**src/hw/rtl/timebin_sync_scheduler_assert.svh**
```systemverilog
// ----------------------------------------------------------------------------
// Timebin scheduler assertion macros
// Concurrent assertion wrappers, clocked on i_clk and gated by i_rst_n.
// ----------------------------------------------------------------------------
`ifndef TIMEBIN_SYNC_SCHEDULER_ASSERT_SVH
`define TIMEBIN_SYNC_SCHEDULER_ASSERT_SVH

`ifndef NO_ASSERTIONS

`define TSS_ASSERT(label, expr) \
    label: assert property (@(posedge i_clk) disable iff (!i_rst_n) (expr)) \
        else $error("tss assertion failed");

`define TSS_ASSERT_IMPLIES(label, ante, cons) \
    label: assert property (@(posedge i_clk) disable iff (!i_rst_n) (ante) |-> (cons)) \
        else $error("tss assertion failed");

`define TSS_ASSERT_NEXT(label, ante, cons) \
    label: assert property (@(posedge i_clk) disable iff (!i_rst_n) (ante) |=> (cons)) \
        else $error("tss assertion failed");

`else

`define TSS_ASSERT(label, expr)
`define TSS_ASSERT_IMPLIES(label, ante, cons)
`define TSS_ASSERT_NEXT(label, ante, cons)

`endif

`endif

```
**src/hw/rtl/tss_pkg.sv**
```systemverilog
// ----------------------------------------------------------------------------
// Timebin scheduler package
// Widths, constants, word types and controller/datapath interface structs.
// ----------------------------------------------------------------------------
package tss_pkg;

    localparam int NUM_BINS = 29;
    localparam int BIN_W    = 5;
    localparam int CNT_W    = 25;
    localparam int TIME_W   = 30;
    localparam int SUM_W    = 30;
    localparam int NEXT_W   = 31;
    localparam int FRAC_W   = 17;
    localparam int PROD_W   = 47;
    localparam int FRAC_SH  = 16;

    localparam logic [CNT_W-1:0]  MAX_PARTICLES = CNT_W'(16777216);
    localparam logic [FRAC_W-1:0] FRAC_RESET    = FRAC_W'(6554);
    localparam logic [BIN_W-1:0]  LAST_BIN      = BIN_W'(NUM_BINS - 1);
    localparam logic [BIN_W-1:0]  NO_BIN        = BIN_W'(NUM_BINS);
    localparam logic [NEXT_W-1:0] TIMEBASE      = NEXT_W'(1) << NUM_BINS;

    localparam logic [1:0] OP_CLEAR = 2'd0;
    localparam logic [1:0] OP_COUNT = 2'd1;
    localparam logic [1:0] OP_SYNC  = 2'd2;
    localparam logic [1:0] OP_MARK  = 2'd3;

    typedef struct packed {
        logic [1:0]        operation;
        logic [BIN_W-1:0]  gravity_bin;
        logic              is_gas;
        logic [BIN_W-1:0]  hydro_bin;
        logic [TIME_W-1:0] current_time;
    } t_in_word;

    typedef struct packed {
        logic [TIME_W-1:0]   next_sync_time;
        logic [NUM_BINS-1:0] synchronized_mask;
        logic [BIN_W-1:0]    lowest_occupied;
        logic [BIN_W-1:0]    highest_occupied;
        logic [BIN_W-1:0]    lowest_occupied_gravity;
        logic [BIN_W-1:0]    highest_occupied_gravity;
        logic [BIN_W-1:0]    lowest_active;
        logic [BIN_W-1:0]    highest_active;
        logic [BIN_W-1:0]    highest_synchronized;
        logic [CNT_W-1:0]    synced_gravity_count;
        logic [CNT_W-1:0]    synced_hydro_count;
        logic [BIN_W-1:0]    decomp_bin;
    } t_out_word;

    typedef struct packed {
        logic clear;
        logic count;
        logic load;
        logic step1;
        logic mul;
        logic step2;
        logic emit;
    } t_dp_cmd;

    typedef struct packed {
        logic last_bin;
        logic op_sync;
    } t_dp_stat;

endpackage

```
**src/hw/rtl/tss_ctrl.sv**
```systemverilog
// ----------------------------------------------------------------------------
// Timebin scheduler controller
// Sequences clear/count words and the bin sweeps, owns the output valid.
// ----------------------------------------------------------------------------
`include "timebin_sync_scheduler_assert.svh"

module tss_ctrl
    import tss_pkg::*;
(
    input  logic       i_clk,
    input  logic       i_rst_n,
    input  logic       i_in_valid,
    output logic       o_in_ready,
    input  logic [1:0] i_operation,
    output logic       o_out_valid,
    input  logic       i_out_ready,
    input  t_dp_stat   i_stat,
    output t_dp_cmd    o_cmd
);

    typedef enum logic [4:0] {
        S_IDLE  = 5'b00001,
        S_PASS1 = 5'b00010,
        S_MUL   = 5'b00100,
        S_PASS2 = 5'b01000,
        S_EMIT  = 5'b10000
    } t_state;

    t_state r_state, n_state;
    logic   r_out_valid, n_out_valid;
    logic   in_acc;
    logic   out_free;

    assign o_in_ready  = (r_state == S_IDLE);
    assign in_acc      = i_in_valid && o_in_ready;
    assign out_free    = !r_out_valid || i_out_ready;
    assign o_out_valid = r_out_valid;

    always_comb begin
        n_state = r_state;
        o_cmd   = '0;
        case (r_state)
            S_IDLE: begin
                if (in_acc) begin
                    case (i_operation)
                        OP_CLEAR: o_cmd.clear = 1'b1;
                        OP_COUNT: o_cmd.count = 1'b1;
                        default: begin
                            o_cmd.load = 1'b1;
                            n_state    = S_PASS1;
                        end
                    endcase
                end
            end
            S_PASS1: begin
                o_cmd.step1 = 1'b1;
                if (i_stat.last_bin) begin
                    n_state = i_stat.op_sync ? S_EMIT : S_MUL;
                end
            end
            S_MUL: begin
                o_cmd.mul = 1'b1;
                n_state   = S_PASS2;
            end
            S_PASS2: begin
                o_cmd.step2 = 1'b1;
                if (i_stat.last_bin) begin
                    n_state = S_EMIT;
                end
            end
            S_EMIT: begin
                if (out_free) begin
                    o_cmd.emit = 1'b1;
                    n_state    = S_IDLE;
                end
            end
            default: n_state = S_IDLE;
        endcase
    end

    always_comb begin
        n_out_valid = r_out_valid;
        if (o_cmd.emit) begin
            n_out_valid = 1'b1;
        end else if (i_out_ready) begin
            n_out_valid = 1'b0;
        end
    end

    always_ff @(posedge i_clk) begin
        if (!i_rst_n) begin
            r_state     <= S_IDLE;
            r_out_valid <= 1'b0;
        end else begin
            r_state     <= n_state;
            r_out_valid <= n_out_valid;
        end
    end

    `TSS_ASSERT_NEXT(a_emit_valid, o_cmd.emit, o_out_valid)
    `TSS_ASSERT_IMPLIES(a_busy_no_take, r_state != S_IDLE, !(o_cmd.count || o_cmd.clear || o_cmd.load))
    `TSS_ASSERT_IMPLIES(a_emit_free, o_cmd.emit, !r_out_valid || i_out_ready)

endmodule

```
**config.mk**
```make
export PLATFORM = sky130hd
export DESIGN_NAME = tss_ctrl
export DESIGN_NICKNAME = d
export VERILOG_FILES = /design/src/hw/rtl/tss_pkg.sv /design/src/hw/rtl/tss_ctrl.sv
export VERILOG_INCLUDE_DIRS = /design/src /design/src/hw/rtl
export SDC_FILE = /design/constraint.sdc
export NUM_CORES = 1
export LEC_CHECK = 0
export ABC_AREA = 1
export BUFFER_PORTS_ARGS = -buffer_cell sky130_fd_sc_hd__buf_2
export CORE_AREA = 2 2 39 41
export DETAILED_ROUTE_END_ITERATION = 16
export DIE_AREA = 0 0 41 43
export GPL_TIMING_DRIVEN = 0
export SYNTH_ARGS = -nofsm -noshare
export SYNTH_HDL_FRONTEND = slang
export SYNTH_SLANG_ARGS = --single-unit
```
**constraint.sdc**
```tcl
create_clock -name i_clk -period 1.09 [get_ports i_clk]
set_input_delay 0.109 -clock i_clk [delete_from_list [all_inputs] [get_ports i_clk]]
set_output_delay 0.109 -clock i_clk [all_outputs]
set_load 0.01 [all_outputs]
```
==> flow_summary_export.csv, run 1 <==
group,metric,value,unit
logic_synthesis,yosys_warnings,0,
logic_synthesis,netlist_area,420,µm²
timing,worst_pin_slew,0.192,ns
hold_path,whs_endpoint,"r_state[0]",
critical_path,r2r_end,"r_state[4]",
floorplanning,dieArea,0.00176,mm²
logic_synthesis,synth_area_leaders,"dfxtp_1, inv_1, nand3_2",
timing,grt_setup_unrepaired,"yes",
power,ir_worst_vdd,791,µV
floorplanning,core_area,0.00138,mm²
placed_design,dpl_cell_area,520,µm²
timing,finalHoldViolCount,0,
timing,maxSlewViolCount,0,
critical_path,startpoint_type,"flop",
critical_path,r2r_start,"r_state[3]",
logic_synthesis,ys_seq_area_share,28.6,%
logic_synthesis,synth_common_cells,"inv_1, nor2_1, nand2_1",
floorplanning,die_h,43,µm
floorplanning,start_util,30.4,%
floorplanning,die_width,41,µm
route,wirelength,1120,µm
timing,whs,0.0926,ns
global_routing,antenna_found_initial,0,
route,route.detailed.drc,0,
cts,clkLatencyLatePin,0.24,ns
hold_path,hold_class,"primary input to flop",
critical_path,end_kind,"output port",
route,firstDrtPassIters,3,
global_routing,grt_use_total,14.6,%
route,top_layer_used,"met4",
critical_path,arrival,1.21,ns
timing,timing.slew.headroom,87.1,%
logic_synthesis,synthArstFlopShare,0,%
logic_synthesis,syn-num-nets,72,
layout,syn_to_final_growth,73.5,%
timing,setup_viol,12,
route,wl_met2,635,µm
layout,nNetsFinal,104,
cts,clockRootBuffer,"clkbuf_4",
global_routing,grt_pass1_wl,1740,µm
cts,numCtsBuffers,3,
logic_synthesis,synth.largest_area_cell,"dfxtp_1",
logic_synthesis,synth_top_area_share,28.6,%
layout,fill_cells,138,
critical_path,cp_slowest_cell,"dfxtp_2",
critical_path,cp_common_cell,"nor2_1",
critical_path,critPathTopFamily,"simple AND/OR/NAND/NOR gates",
cts,clk_path_buf_depth,2,
route,num_vias,485,
timing,period_share,121,%
placed_design,gp_congestion,0.850,
layout,final_layout_size_suffix_gt1_share,61.7,%
power,p_leak,0.380,nW
timing,clock.fmax,760,MHz
cts,cts_sinks,6,
route,drt-met1-wl,436,µm
critical_path,ff2ff_setup_slack,-0.15,ns
layout,post-route-cell-area,729,µm²
global_routing,grt-ovfl-total,0,
critical_path,crit_type,"flop to output port",
logic_synthesis,synth-main-ff-cell,"dfxtp_1",
cts,htree_levels,1,
logic_synthesis,synth-seq-cells,6,
logic_synthesis,syn_avg_cell_area,6.57,µm²
floorplanning,num_rows,14,
timing,layout_min_cycle_time,1.32,ns
route,viasPerCell,4.41,
timing,setup_ws,-0.226,ns
hold_path,min_path_cells,2,
outcome,violations,"setup timing",
timing,clock-skew-final,0.00369,ns
placed_design,hpwl,775,µm
power,total_power,0.917,mW
hold_path,worstHoldStart,"i_rst_n",
critical_path,max_stage_delay,0.35,ns
critical_path,critPathRequiredTime,0.98,ns
floorplanning,io_pins,17,
critical_path,rr_worst_depth,8,
placed_design,post-place-ws,-0.0832,ns
route,ant_nets,0,
route,wl_per_cell,10.2,µm
global_routing,grt_start_max_net_pins,6,
logic_synthesis,yosysMostFrequentCell,"inv_1",
power,powerDensity,1260,mW/mm²
critical_path,cp_cell_sequence,"nor2_1, nand3_2, nor2_1, buf_4, buf_2",
critical_path,cp_max_fo,4,
logic_synthesis,synth-edff-count,0,
global_routing,grt_pass1_vias,439,
logic_synthesis,synth_cells,64,
route,drt_iter0_markers,3,
cts,clk_pin_slew,0.05,ns
cts,cts_tree,"done",
job,max-cap-violations,0,
layout,antenna_cells,0,
logic_synthesis,synthDistinctLibCells,19,
critical_path,crit_buf_inv,2,
route,route.met3.wl,34,µm
outcome,run_status,"finished with violations",
placed_design,io_buffers,16,
-- power breakdown --
part / internal (mW) / leakage, nW / total [mW] / switching (mW)
Sequential: 0.249 / 0.0505 / 0.280 / 0.0316
Clock: 0.125 / 0.0138 / 0.208 / 0.0833
Combinational: 0.190 / 0.316 / 0.429 / 0.239
-- what timing repair did --
action	4_1_cts	5_1_grt
hold buffers	0	0
hold endpoints to repair	0	0
buffers inserted	6	5
gates cloned	0	0
pin swaps	2	7
resized for setup	14	14
endpoints found under the setup margin	11	13
-- state kept, by name (all words and copies together), names as in the netlist --
name / cells
o_out_valid: 1
r_state: 5
-- worst reg2reg max path, delay by kind of cell, from the launching register on --
kind	cells	cell delay [ns]
DFF	1	0.33
AOI/OAI and AO/OA	1	0.14
buffers and inverters	2	0.23
and+or+nand+nor	5	0.44
-- worst max-delay path by stage --
stage / startpoint / endpoint / slack [ns] / depth (start not counted)
floorplan: r_state[2] / o_cmd[5] / 0.01 / 3
global placement: r_state[2] / r_state[4] / -0.06 / 6
detailed placement: r_state[2] / o_cmd[6] / -0.08 / 4
CTS: r_state[3] / o_cmd[6] / -0.24 / 4
global route: r_state[1] / o_cmd[0] / -0.31 / 5
finish: r_state[1] / o_cmd[0] / -0.23 / 5
-- cell families (layout without fill, tap and decap cells) --
logic type,Yosys count,in the layout,synth area share (%)
DFF,6,6,28.6
buffers and inverters,18,48,17.0
and+or+nand+nor,36,36,49.1
AOI/OAI and AO/OA,4,4,5.36
-- stage by stage --
step	utilization, %	TNS (ns)	cells
floorplan	-	0	64
global placement	37.6	-0.103	96
detailed placement	37.6	-0.248	96
CTS	45.5	-1.83	105
global route	52.7	-2.75	110
finish	52.7	-1.93	110
-- layout make-up --
cell class / count / area, µm² / area share, %
timing repair buffer: 27 / 189 / 25.9
tap: 16 / 20.0 / 2.74
multi-input combinational: 40 / 300 / 41.2
buffer: 1 / 7.51 / 1.03
inverter: 17 / 63.8 / 8.75
clock buffer: 3 / 22.5 / 3.09
sequential: 6 / 126 / 17.3
-- placed cells by master, fill, tap and decap left out --
| cell | count |
|---|---|
| nand3_1 | 1 |
| buf_6 | 5 |
| o21a_1 | 1 |
| dfxtp_1 | 1 |
| nor3_2 | 2 |
| nor2_4 | 6 |
| nand2_1 | 6 |
| inv_2 | 6 |
| buf_4 | 10 |
| nand4_1 | 1 |
| nand3_4 | 2 |
| nand3b_1 | 2 |
| buf_2 | 13 |
| or2_1 | 1 |
| a21oi_1 | 3 |
| inv_1 | 11 |
| nor2_1 | 9 |
| nand3_2 | 2 |
| nor4_2 | 1 |
| dfxtp_2 | 5 |
| clkbuf_4 | 3 |
| nor4_4 | 1 |
| nand2_2 | 2 |
-- metal layers --
layer / global-route usage (%) / up-vias
met5: 0 / -
met4: 8.00 / 0
met3: 3.14 / 2
met2: 23.8 / 7
met1: 16.5 / 218
li1: - / 258
No activity file was read; power rests on OpenSTA's default activity.
==> run 2: changes to the inputs <==
--- a/config.mk
+++ b/config.mk
@@ -8,10 +8,11 @@
 export LEC_CHECK = 0
 export ABC_AREA = 1
 export BUFFER_PORTS_ARGS = -buffer_cell sky130_fd_sc_hd__buf_2
-export CORE_AREA = 2 2 39 41
+export CORE_AREA = 5 5 42 44
 export DETAILED_ROUTE_END_ITERATION = 16
-export DIE_AREA = 0 0 41 43
+export DIE_AREA = 0 0 47 49
 export GPL_TIMING_DRIVEN = 0
+export REMOVE_ABC_BUFFERS = 1
 export SYNTH_ARGS = -nofsm -noshare
 export SYNTH_HDL_FRONTEND = slang
 export SYNTH_SLANG_ARGS = --single-unit
==> run 2 against run 1 <==
Worst hold slack worse by 0.0070 ns. Sequential power rose by 2%. Largest cell class unchanged. Critical endpoint is now o_cmd[1]. Global-route usage decreased by 3.8 points. Wire length fell by 8.3%. Clock power hardly changed. Worst setup slack improved by 0.030 ns. Critical path depth grew 1. The flow still finishes with violations (setup timing). Non-clock buffer count is 6 lower. Register-to-register slack better by 0.03 ns. First-iteration DRC count rose by 33%. Combinational power shrank 1%.
==> flow_summary_export.csv, run 2 (synthesized netlist as in run 1, its figures left out) <==
group,metric,value,unit
cts,htree_levels,1,
power,total_power,0.919,mW
critical_path,end_kind,"output port",
cts,clockRootBuffer,"clkbuf_4",
power,pwr-share-seq,31.0,%
timing,setup_viol,11,
timing,maxSlewViolCount,0,
floorplanning,core_area,0.00140,mm²
critical_path,cp_slowest_cell,"dfxtp_2",
route,num_vias,444,
route,ant_nets,0,
layout,antenna_cells,0,
critical_path,critPathRequiredTime,0.98,ns
timing,setup_ws,-0.196,ns
route,wl_per_cell,9.85,µm
layout,nNetsFinal,98,
power,switchingPower,0.347,mW
power,p_leak,0.348,nW
floorplanning,io_pins,17,
power,ir_worst_vdd,848,µV
route,drt_iter0_markers,4,
outcome,run_status,"finished with violations",
hold_path,hold_class,"primary input to flop",
cts,cts_tree,"done",
critical_path,cp_cell_sequence,"buf_4, inv_2, nor2_1, nand3_1, inv_1, buf_2",
layout,final_util,48.5,%
global_routing,grt_pass1_wl,1760,µm
route,firstDrtPassIters,3,
timing,period_share,118,%
timing,clock.fmax,777,MHz
critical_path,crit_buf_inv,4,
layout,top_register,"r_state",
layout,final_layout_size_suffix_gt1_share,61.4,%
floorplanning,start_util,30.0,%
critical_path,critPathTopFamily,"flip-flops",
placed_design,io_buffers,16,
global_routing,grt-ovfl-total,0,
timing,whs,0.0856,ns
timing,timing.slew.headroom,88.1,%
placed_design,gp_congestion,0.840,
global_routing,grt_pass1_vias,428,
floorplanning,die_h,49,µm
global_routing,antenna_found_initial,0,
placed_design,hpwl,762,µm
placed_design,post-place-ws,-0.0677,ns
critical_path,max_stage_delay,0.36,ns
floorplanning,dieArea,0.00230,mm²
cts,clk_pin_slew,0.05,ns
critical_path,startpoint_type,"flop",
cts,clk_path_buf_depth,2,
critical_path,crit_type,"flop to output port",
cts,cts_sinks,6,
power,powerDensity,1350,mW/mm²
outcome,violations,"setup timing",
route,wirelength,1020,µm
floorplanning,num_rows,14,
power,pwr-share-clk,23.0,%
timing,worst_pin_slew,0.178,ns
layout,final_common_cell,"buf_2",
route,viasPerCell,4.27,
timing,layout_min_cycle_time,1.29,ns
critical_path,arrival,1.18,ns
layout,syn_to_final_growth,61.6,%
timing,finalHoldViolCount,0,
cts,clkLatencyLatePin,0.25,ns
global_routing,grt_use_total,10.8,%
layout,fill_cells,152,
timing,clock-skew-final,0.00353,ns
cts,numCtsBuffers,3,
timing,grt_setup_unrepaired,"yes",
floorplanning,die_width,47,µm
power,intPower,0.573,mW
critical_path,cp_max_fo,3,
power,pwr-share-comb,46.0,%
global_routing,grt_start_max_net_pins,6,
job,max-cap-violations,0,
layout,layout_common_cells,"buf_2, inv_1, nor2_1",
route,route.detailed.drc,0,
power,switching_share,37.7,%
layout,largest_reg_flops,5,
run 2: changes by cell type in the layout (fill, tap and decap cells not counted), sizes merged:
cell	previous run	this run
buf	28	22
run 2: metal layers:
layer	vias to the layer above	GRT usage, %	wire length (µm)
met5	-	0	0
met4	0	9.68	39
met3	5	2.21	34
met2	10	14.9	498
met1	184	13.2	452
li1	245	-	-
run 2: final timing paths:
check / startpoint / endpoint / slack, ns / depth (start not counted)
worst max-delay path: r_state[3] / o_cmd[1] / -0.20 / 6
worst min-delay path: i_rst_n / r_state[0] / 0.09 / 2
worst max register to register: r_state[2] / r_state[4] / -0.12 / 7
worst min register to register: r_state[4] / r_state[4] / 0.56 / 2
run 2: what timing repair did:
item / CTS / global route
resized for setup: 13 / 16
setup endpoints to repair: 11 / 12
setup buffers: 5 / 1
pin swaps: 2 / 5
hold buffers: 0 / 0
run 2: power by group through the flow:
stage	Clock [mW]	Combinational, mW	Sequential [mW]
after global routing	0.234	0.466	0.292
after global placement	0	0.258	0.273
after floorplan	0	0.187	0.269
final	0.211	0.423	0.285
after CTS	0.219	0.354	0.273
after detailed placement	0	0.262	0.274
run 2: final cells by class:
type                    count  area, µm²  share of cell area (%)
clock buffers               3       22.5                    3.31
repair buffers             22        141                    20.8
inverters                  17       63.8                    9.39
flip-flops and latches      6        131                    19.3
well taps                  16       20.0                    2.95
multi-input cells          40        300                    44.2
run 2: through the flow:
stage                     instances  area [µm²]  setup TNS [ns]
after floorplan                  63         413               0
after global placement           95         513          -0.144
after detailed placement         95         513          -0.180
after CTS                       103         604           -1.76
after global routing            104         679           -2.59
final                           104         679           -1.65
==> run 3: changes to the inputs <==
==> constraint.sdc (replaced) <==
create_clock -name i_clk -period 1.09 [get_ports i_clk]
set_input_delay 0.218 -clock i_clk [delete_from_list [all_inputs] [get_ports i_clk]]
set_output_delay 0.218 -clock i_clk [all_outputs]
set_load 0.01 [all_outputs]
==> run 3 against run 2 <==
The flow still finishes with violations (setup timing). Global-route usage unchanged. Final cell count unchanged. Sequential power about the same. Largest cell class unchanged. Largest power group unchanged. Critical path type unchanged. Critical path depth unchanged. Maximum frequency down 7.8%.
==> flow_summary_export.csv, run 3 (synthesized netlist as in run 1, its figures left out) <==
group,metric,value,unit
floorplanning,dieArea,0.00230,mm²
route,route.detailed.drc,0,
route,num_vias,444,
layout,final_common_cell,"buf_2",
timing,clock-skew-final,0.00353,ns
cts,clockRootBuffer,"clkbuf_4",
timing,setup-tns-final,-2.52,ns
timing,maxSlewViolCount,0,
layout,final_layout_size_suffix_gt1_share,61.4,%
critical_path,end_kind,"output port",
floorplanning,io_pins,17,
route,wirelength,1020,µm
layout,largest_reg_flops,5,
route,ant_nets,0,
route,firstDrtPassIters,3,
cts,cts_tree,"done",
critical_path,rr_worst_depth,7,
layout,final_util,48.5,%
layout,nNetsFinal,98,
power,intPower,0.573,mW
critical_path,r2r_end,"r_state[4]",
power,switching_share,37.7,%
cts,cts_hold_buf,0,
layout,top_register,"r_state",
timing,whs,0.195,ns
power,pwr-share-seq,31.0,%
timing,period_share,128,%
layout,layout_common_cells,"buf_2, inv_1, nor2_1",
floorplanning,core_area,0.00140,mm²
global_routing,grt_pass1_wl,1760,µm
critical_path,arrival,1.18,ns
timing,grt_setup_unrepaired,"yes",
power,switchingPower,0.347,mW
global_routing,grt_pass1_vias,428,
timing,setup_viol,11,
global_routing,grt_use_total,10.8,%
floorplanning,die_h,49,µm
critical_path,crit_type,"flop to output port",
placed_design,post-place-ws,-0.141,ns
job,max-cap-violations,0,
critical_path,r2r_start,"r_state[2]",
critical_path,crit_path_end,"o_cmd[1]",
critical_path,startpoint_type,"flop",
timing,timing.slew.headroom,88.1,%
critical_path,critPathRequiredTime,0.87,ns
critical_path,ff2ff_setup_slack,-0.12,ns
critical_path,cp_max_fo,3,
global_routing,antenna_found_initial,0,
floorplanning,start_util,30.0,%
global_routing,grt_start_max_net_pins,6,
floorplanning,num_rows,14,
power,ir_worst_vdd,848,µV
hold_path,hold_class,"primary input to flop",
route,wl_per_cell,9.85,µm
cts,numCtsBuffers,3,
critical_path,startpoint,"r_state[3]",
layout,antenna_cells,0,
route,viasPerCell,4.27,
cts,cts_sinks,6,
placed_design,io_buffers,16,
outcome,run_status,"finished with violations",
cts,clk_path_buf_depth,2,
outcome,violations,"setup timing",
power,p_leak,0.348,nW
placed_design,gp_congestion,0.840,
route,drt_iter0_markers,4,
power,powerDensity,1350,mW/mm²
power,pwr-share-clk,23.0,%
timing,layout_min_cycle_time,1.40,ns
timing,clock.fmax,717,MHz
floorplanning,die_width,47,µm
power,total_power,0.919,mW
timing,finalHoldViolCount,0,
layout,syn_to_final_growth,61.6,%
cts,clkLatencyLatePin,0.25,ns
power,pwr-share-comb,46.0,%
cts,htree_levels,1,
placed_design,hpwl,762,µm
timing,worst_pin_slew,0.178,ns
timing,setup_ws,-0.305,ns
global_routing,grt-ovfl-total,0,
cts,clk_pin_slew,0.05,ns
[run 3: layout make-up]
type / count / area (µm²)
Inverter: 17 / 63.8
Tap cell: 16 / 20.0
Sequential cell: 6 / 131
Fill cell: 152 / 722
Clock buffer: 3 / 22.5
Multi-Input combinational cell: 40 / 300
Timing Repair Buffer: 22 / 141
[run 3: worst min-delay path by stage]
stage	start	slack, ns	to	cells past startpoint
after detailed placement	i_rst_n	0.45	r_state[0]	2
after CTS	i_rst_n	0.19	r_state[0]	2
after floorplan	i_rst_n	0.30	r_state[0]	1
after global routing	i_rst_n	0.20	r_state[0]	2
after global placement	i_rst_n	0.45	r_state[0]	2
final	i_rst_n	0.19	r_state[0]	2
[run 3: per-stage QoR]
step	instance area, µm²	cells
after floorplan	413	63
after CTS	604	103
final	679	104
after global placement	513	95
after detailed placement	513	95
after global routing	679	104
[run 3: timing repair]
item                       4_1_cts  5_1_grt
setup endpoints to repair       11       12
buffers inserted                 5        1
resized for setup               13       16
pin swaps                        2        5
[run 3: per-layer routing]
layer  up-vias  share of wire, %  track usage [%]
met4         0               3.8             9.68
met2        10                49             14.9
met1       184                44             13.2
met3         5               3.3             2.21
li1        245                 -                -
met5         -                 0                0
[run 3: power by group through the flow]
stage	registers [mW]	clock network, mW	logic (mW)
CTS	0.273	0.219	0.354
finish	0.285	0.211	0.423
global placement	0.273	0	0.258
global route	0.292	0.234	0.466
floorplan	0.269	0	0.187
detailed placement	0.274	0	0.262
[run 3: worst max-delay path, stage by stage, from the launching register on]
cell and delay, ns:
dfxtp_2 0.36, buf_4 0.11, inv_2 0.02, nor2_1 0.09, nand3_1 0.12, inv_1 0.09, buf_2 0.13
